## config.mk

```make
export PLATFORM = sky130hd
export DESIGN_NAME = ttw_regs
export DESIGN_NICKNAME = d
export VERILOG_FILES = /design/src/hdl/ttw_pkg.sv /design/src/hdl/ttw_regs.sv
export SDC_FILE = /design/constraint.sdc
export NUM_CORES = 1
export LEC_CHECK = 0
export BUFFER_PORTS_ARGS = -buffer_cell sky130_fd_sc_hd__buf_2
export CAP_MARGIN = 20
export CORE_UTILIZATION = 43
export CTS_BUF_LIST = sky130_fd_sc_hd__clkbuf_8
export DETAILED_ROUTE_END_ITERATION = 6
export GPL_TIMING_DRIVEN = 0
export PLACE_DENSITY = 0.82
export SLEW_MARGIN = 10
export SYNTH_ARGS = -nofsm -noshare
export SYNTH_HDL_FRONTEND = slang
export SYNTH_SLANG_ARGS = --single-unit
```

## constraint.sdc

```tcl
create_clock -name clk -period 1.5 [get_ports clk]
set_input_delay 0.3 -clock clk [delete_from_list [all_inputs] [get_ports clk]]
set_output_delay 0.3 -clock clk [all_outputs]
set_load 0.005 [all_outputs]
```

## src/hdl/ttw_pkg.sv

```systemverilog
// ----------------------------------------------------------------------------
// ttw_pkg
// Types and constants shared by the text terminal writer and its register file.
// ----------------------------------------------------------------------------
package ttw_pkg;

  localparam int ROW_W  = 6;
  localparam int COL_W  = 7;
  localparam int CELL_W = 16;
  localparam int PADDR_W = 4;

  localparam logic [1:0] CMD_PUT   = 2'd0;
  localparam logic [1:0] CMD_READ  = 2'd1;
  localparam logic [1:0] CMD_CLEAR = 2'd2;

  localparam logic [1:0] REG_COLUMNS = 2'd0;
  localparam logic [1:0] REG_ROWS    = 2'd1;
  localparam logic [1:0] REG_COLOUR  = 2'd2;

  localparam logic [7:0]  NEWLINE_CODE = 8'd10;
  localparam logic [7:0]  BLANK_GLYPH  = 8'h20;
  localparam logic [15:0] RESET_CELL   = 16'h0720;

  localparam logic [7:0] COLUMNS_RESET = 8'd80;
  localparam logic [6:0] ROWS_RESET    = 7'd25;
  localparam logic [7:0] COLOUR_RESET  = 8'd7;

  typedef struct packed {
    logic [7:0] cols;
    logic [6:0] rows;
    logic [7:0] colour;
  } cfg_t;

endpackage

```

## src/hdl/ttw_regs.sv

```systemverilog
// ----------------------------------------------------------------------------
// ttw_regs
// APB register file: column count, row count and text colour, with the
// effective (clamped) screen dimensions presented to the core.
// ----------------------------------------------------------------------------
module ttw_regs #(
  parameter int MAX_COLS = 128,
  parameter int MAX_ROWS = 64
) (
  input  logic                        clk,
  input  logic                        rst,
  input  logic                        psel,
  input  logic                        penable,
  input  logic                        pwrite,
  input  logic [ttw_pkg::PADDR_W-1:0] paddr,
  input  logic [31:0]                 pwdata,
  output logic [31:0]                 prdata,
  output logic                        pready,
  output ttw_pkg::cfg_t               cfg
);

  logic [7:0] columns_in_use;
  logic [6:0] rows_in_use;
  logic [7:0] text_colour;
  logic       wr;

  assign pready = 1'b1;
  assign wr     = psel && penable && pwrite;

  always_ff @(posedge clk) begin
    if (rst) begin
      columns_in_use <= ttw_pkg::COLUMNS_RESET;
      rows_in_use    <= ttw_pkg::ROWS_RESET;
      text_colour    <= ttw_pkg::COLOUR_RESET;
    end else if (wr) begin
      case (paddr[3:2])
        ttw_pkg::REG_COLUMNS: columns_in_use <= pwdata[7:0];
        ttw_pkg::REG_ROWS:    rows_in_use    <= pwdata[6:0];
        ttw_pkg::REG_COLOUR:  text_colour    <= pwdata[7:0];
        default: ;
      endcase
    end
  end

  always_comb begin
    case (paddr[3:2])
      ttw_pkg::REG_COLUMNS: prdata = {24'd0, columns_in_use};
      ttw_pkg::REG_ROWS:    prdata = {25'd0, rows_in_use};
      ttw_pkg::REG_COLOUR:  prdata = {24'd0, text_colour};
      default:              prdata = 32'd0;
    endcase
  end

  always_comb begin
    if (columns_in_use == 8'd0) begin
      cfg.cols = 8'd1;
    end else if (32'(columns_in_use) > MAX_COLS) begin
      cfg.cols = 8'(MAX_COLS);
    end else begin
      cfg.cols = columns_in_use;
    end
    if (rows_in_use == 7'd0) begin
      cfg.rows = 7'd1;
    end else if (32'(rows_in_use) > MAX_ROWS) begin
      cfg.rows = 7'(MAX_ROWS);
    end else begin
      cfg.rows = rows_in_use;
    end
    cfg.colour = text_colour;
  end

endmodule

```

# ---- Yosys cells after proc, flatten, opt, wreduce, memory -nomap -nowiden
# Index checks and enable logic that the tools add are counted.
dict set report word_totals {
  output_inout_bits 56
  wordCells 20
  regBits 23
  in_bits 41
}
dict set report op_classes {
  order_cmp 2
  n_reduce_logical 8
  eq_ne 2
  muxes 5
}
# cell count
set op_table {}
lappend op_table {{$pmux W8 S3} 1}
lappend op_table {{$mux W8} 2}
lappend op_table {{$mux W7} 2}
lappend op_table {{$gt A8 B8 Y1 const B} 1}
lappend op_table {{$logic_not A8 Y1} 1}
lappend op_table {{$gt A7 B7 Y1 const B} 1}
lappend op_table {{$logic_not A7 Y1} 1}
lappend op_table {{$reduce_and A2 Y1} 3}
lappend op_table {{$eq A2 B1 Y1 const B} 1}
lappend op_table {{$eq A2 B2 Y1 const B} 1}
lappend op_table {{$logic_and A1 B1 Y1} 2}
lappend op_table {{$logic_not A2 Y1} 1}

# ---- Depth between registers and ports, before layout
dict set report depth {
  depth_word 3
  ltp_mapped 4
  depth_no_buf 3
}

# ---- Worst setup path after synthesis
# Ideal clock, no wire load.
dict set report synth_timing {
  path_kind {input to register}
  startpoint {input port pwrite}
  endpoint {register rows_in_use[0]}
  path_slack_ns 0.331
  path_buffers 1
  t_required_ns 1.379
  cell_stages 4
  arrival_ns 1.048
  path_cell_list {nand3_2 > or3b_1 > buf_6 > mux2i_1}
}
dict set report synth_between {
  elab_chain_len 2
}
# element line_no
set synth_lines {}
lappend synth_lines {{start: declaration} ttw_regs.sv:14} ;# input logic pwrite,
lappend synth_lines {{$logic_and A1 B1 Y1} ttw_regs.sv:28} ;# assign wr = psel && penable && pwrite;
lappend synth_lines {{$reduce_and A2 Y1 (no line)} n/a}
lappend synth_lines {{end signal: assignment} ttw_regs.sv:33} ;# rows_in_use <= ttw_pkg::ROWS_RESET;
lappend synth_lines {{end signal: assignment} ttw_regs.sv:38} ;# ttw_pkg::REG_ROWS: rows_in_use <= pwdata[6:0];
lappend synth_lines {{end: declaration} ttw_regs.sv:23} ;# logic [6:0] rows_in_use;
# Every way passes these cells.
# A chain may end at the register's enable or synchronous reset.

==> impl_results.md <==
* Root Buffer: clkbuf_8
* Setup Skew at 0 ps
* GP Congestion at 0.818
* ANT cells at 0
* Seq/Total Area, Yosys at 31.5%
* Router iterations before antenna repair at 4
* Htree depth at 1
* Pint at 0.000917 W
* GRT overflow at 0
* Layout Nets at 283
* Synth Register Bits at 23
* Layout filler cell count at 273
* Final Non-Filler Cells at 285
* Number of global-route vias before repair at 1089
* Met3 WL at 201 um
* Area Overhead vs Synth at 29.9%
* Adder-Cell Fraction of Synth Area at 0%
* Max Cap Violations at 0
* Max-slew headroom at 62.8%
* Hold path depth at 3
* Largest net degree at the start of global routing at 14
* Worst skew pair latency at 260 ps
* # placed instances at 280
* CTS tree: yes
* Place WS at 108 ps
* Max Clock Freq at 0.663 GHz
* Seq pwr share at 51.2%
* Final setup margin at -8.25 ps
* Top delay family on crit path: simple AND/OR/NAND/NOR gates
* Vias per cell at 4.42
* Hold path endpoint: text_colour[4]
* Largest family of logic cells by synthesized area: simple AND/OR/NAND/NOR gates
* Area of the die at 0.00363 mm2
* Synth cell types at 20
* First-pass GRT wire length at 5240 um
* I/O pins at 97
* Critical path required time at 1200 ps
* Hold Vio Cnt, Final at 0
* Initial antenna violation count at 0
* Detailed Route WL at 3300 um
* Mapped Cells at 169
* Core Region at 0.00313 mm2
* CP Capture Type: output pin
* CTS Buffer Depth at 2
* Clk slew on worst S/H paths at 80 ps
* Clock network power share at 31.4%
* Switching Share at 25.2%
* Compound-Gate Fraction of Synth Area at 3.08%
* DR vias at 1259
* Final setup viols at 1
* CTS buffer count at 3
* Max Used Layer: met4
* Final ANT Viol Nets at 0
* Crit-path max cell delay at 350 ps
* LEAKAGE at 0.959 nW
* Input/output buffers at 44
* Synth Area per Inst at 8.64 um2
* Starting DRT DRC Count at 61
* Die height at 60.3 um
* Crit path launch type: flip-flop
* Critical Path, Cell by Cell: nor4_4 > a21oi_1 > nor2_1 > buf_2
* Switching power at 0.000308 W
* Total negative slack at -8.25 ps
* Share of cells above drive strength 1 at 36.1%
* Commonest non-fill, non-tap cell in the layout: buf_2
* Synthesis Warnings at 0
* XOR/XNOR share of the synthesized area at 0%
* Starting Density at 46.7%
* Worst-path fanout max at 2
* WP data arrival at 1210 ps
* Post-synthesis mux area share at 21.3%
* Logic pwr share at 17.4%
* Worst R2R Start: columns_in_use[4]
* IR drop worst, VDD at 0.430 mV
* DRC Markers at 0
* Hold Crit Class: input port to flip-flop
* Overall power at 0.00122 W
* Most frequent cells in the layout: buf_2, mux2i_1, buf_4
* Mapped Area at 0.00146 mm2
* Unrepaired setup endpoints after global routing: true
* Post-Synth Simple-Gate Area at 26.6%
* Final worst path period share at 101%
* Failing checks: negative setup slack
* CP bufs+invs at 1
* Reg2reg setup slack at 710 ps
* Slew Limit Fails at 0
* CTS Sinks at 23
* Hold path start: pwdata[4]
* FP Rows at 20
* Worst Tran Pin Value at 557 ps
* Status: finished, violations left
* Slowest cell on the critical path: dfxtp_2
* Setup CP Type: flip-flop to output pin
* M1 WL at 1560 um
* Min cycle time layout at 1510 ps
* Cells on worst reg2reg path at 3
* DP Wirelength at 2490 um
* FF-to-FF End: columns_in_use[4]
* Met2 wire length at 1510 um
* Hold Buf Count CTS at 0
* Die W at 60.3 um
* Placement Cell Area at 0.00182 mm2
* Final instance area at 0.00190 mm2
* Routed length per instance at 11.6 um
* Tot GR Track Use at 19.4%
* P per Cell Area at 646 mW/mm2
final cells by class:
type                       instances  area (um2)  area share (%)
multi-input combinational        134         853            45.0
sequential                        23         467            24.6
buffer                            35         248            13.1
timing repair buffer              45         228            12.0
tap                               44        55.1            2.90
clock buffer                       3        41.3            2.18
clock inverter                     1        5.00           0.264
Yosys cell counts:
cell	number	share of area, %
mux2i_1	31	21
buf_4	27	14
dfxtp_1	23	32
nand2b_1	23	9.9
nor2_1	19	4.9
nor2b_1	12	5.1
nand2_1	7	1.8
o21ai_0	7	2.4
clkbuf_1	6	1.5
a21oi_1	2	0.69
buf_6	2	1.5
conb_1	2	0.51
nand3_2	1	0.69
nand4_1	1	0.43
nor3_1	1	0.34
nor3_4	1	1.1
nor3b_1	1	0.51
nor3b_2	1	0.86
nor4_1	1	0.43
or3b_1	1	0.60
metal layers:
layer / vias to the layer above / track usage [%]
met5: - / 0
met1: 559 / 25.9
met3: 5 / 3.25
met2: 51 / 33.1
met4: 0 / 2.99
li1: 644 / -
tightest hold or removal path, stage by stage:
cell	delay, ps
buf_2	110
nand2b_1	60
mux2i_1	60
state kept, by name, summed over array words and instances (netlist names):
signal and cells:
columns_in_use 8, text_colour 8, rows_in_use 7
worst max path at each step:
stage                                 start             end  slack [ps]  depth (start not counted)
after detailed placement           paddr[2]       prdata[2]         110                          5
after floorplan                      pwrite  rows_in_use[0]         330                          4
final                     columns_in_use[4]         cfg[15]          -8                          4
after CTS                 columns_in_use[4]         cfg[15]          -4                          4
after global routing      columns_in_use[2]         cfg[15]        -130                          4
after global placement             paddr[2]       prdata[2]         130                          5
power groups by stage:
stage / clock (W) / combinational [W] / sequential (W)
after floorplan: 0 / 0.000147 / 0.000639
after global placement: 0 / 0.000206 / 0.000641
after detailed placement: 0 / 0.000209 / 0.000641
after CTS: 0.000384 / 0.000211 / 0.000627
after global routing: 0.000420 / 0.000238 / 0.000629
final: 0.000385 / 0.000213 / 0.000628
kinds of logic (layout without fill, tap and decap cells):
kind of cell	after synthesis	in the layout
AOI/OAI and AO/OA	9	9
buffers and inverters	35	84
other	2	25
DFF	23	23
and+or+nand+nor	69	69
muxes	31	31
per-stage QoR:
step	hold slack, ps	utilization, %
final	306	60.6
after CTS	312	60.2
after floorplan	455	-
after global placement	477	58.2
after detailed placement	486	58.2
after global routing	319	60.6
repair_timing:
action / 4_1_cts / 5_1_grt
pin swaps: 3 / 1
endpoints found under the setup margin: 1 / 4
buffers inserted: 1 / 0
endpoints found under the hold margin: 0 / 0
gates resized for setup: 3 / 4
Power figures use the tool's default switching activity.
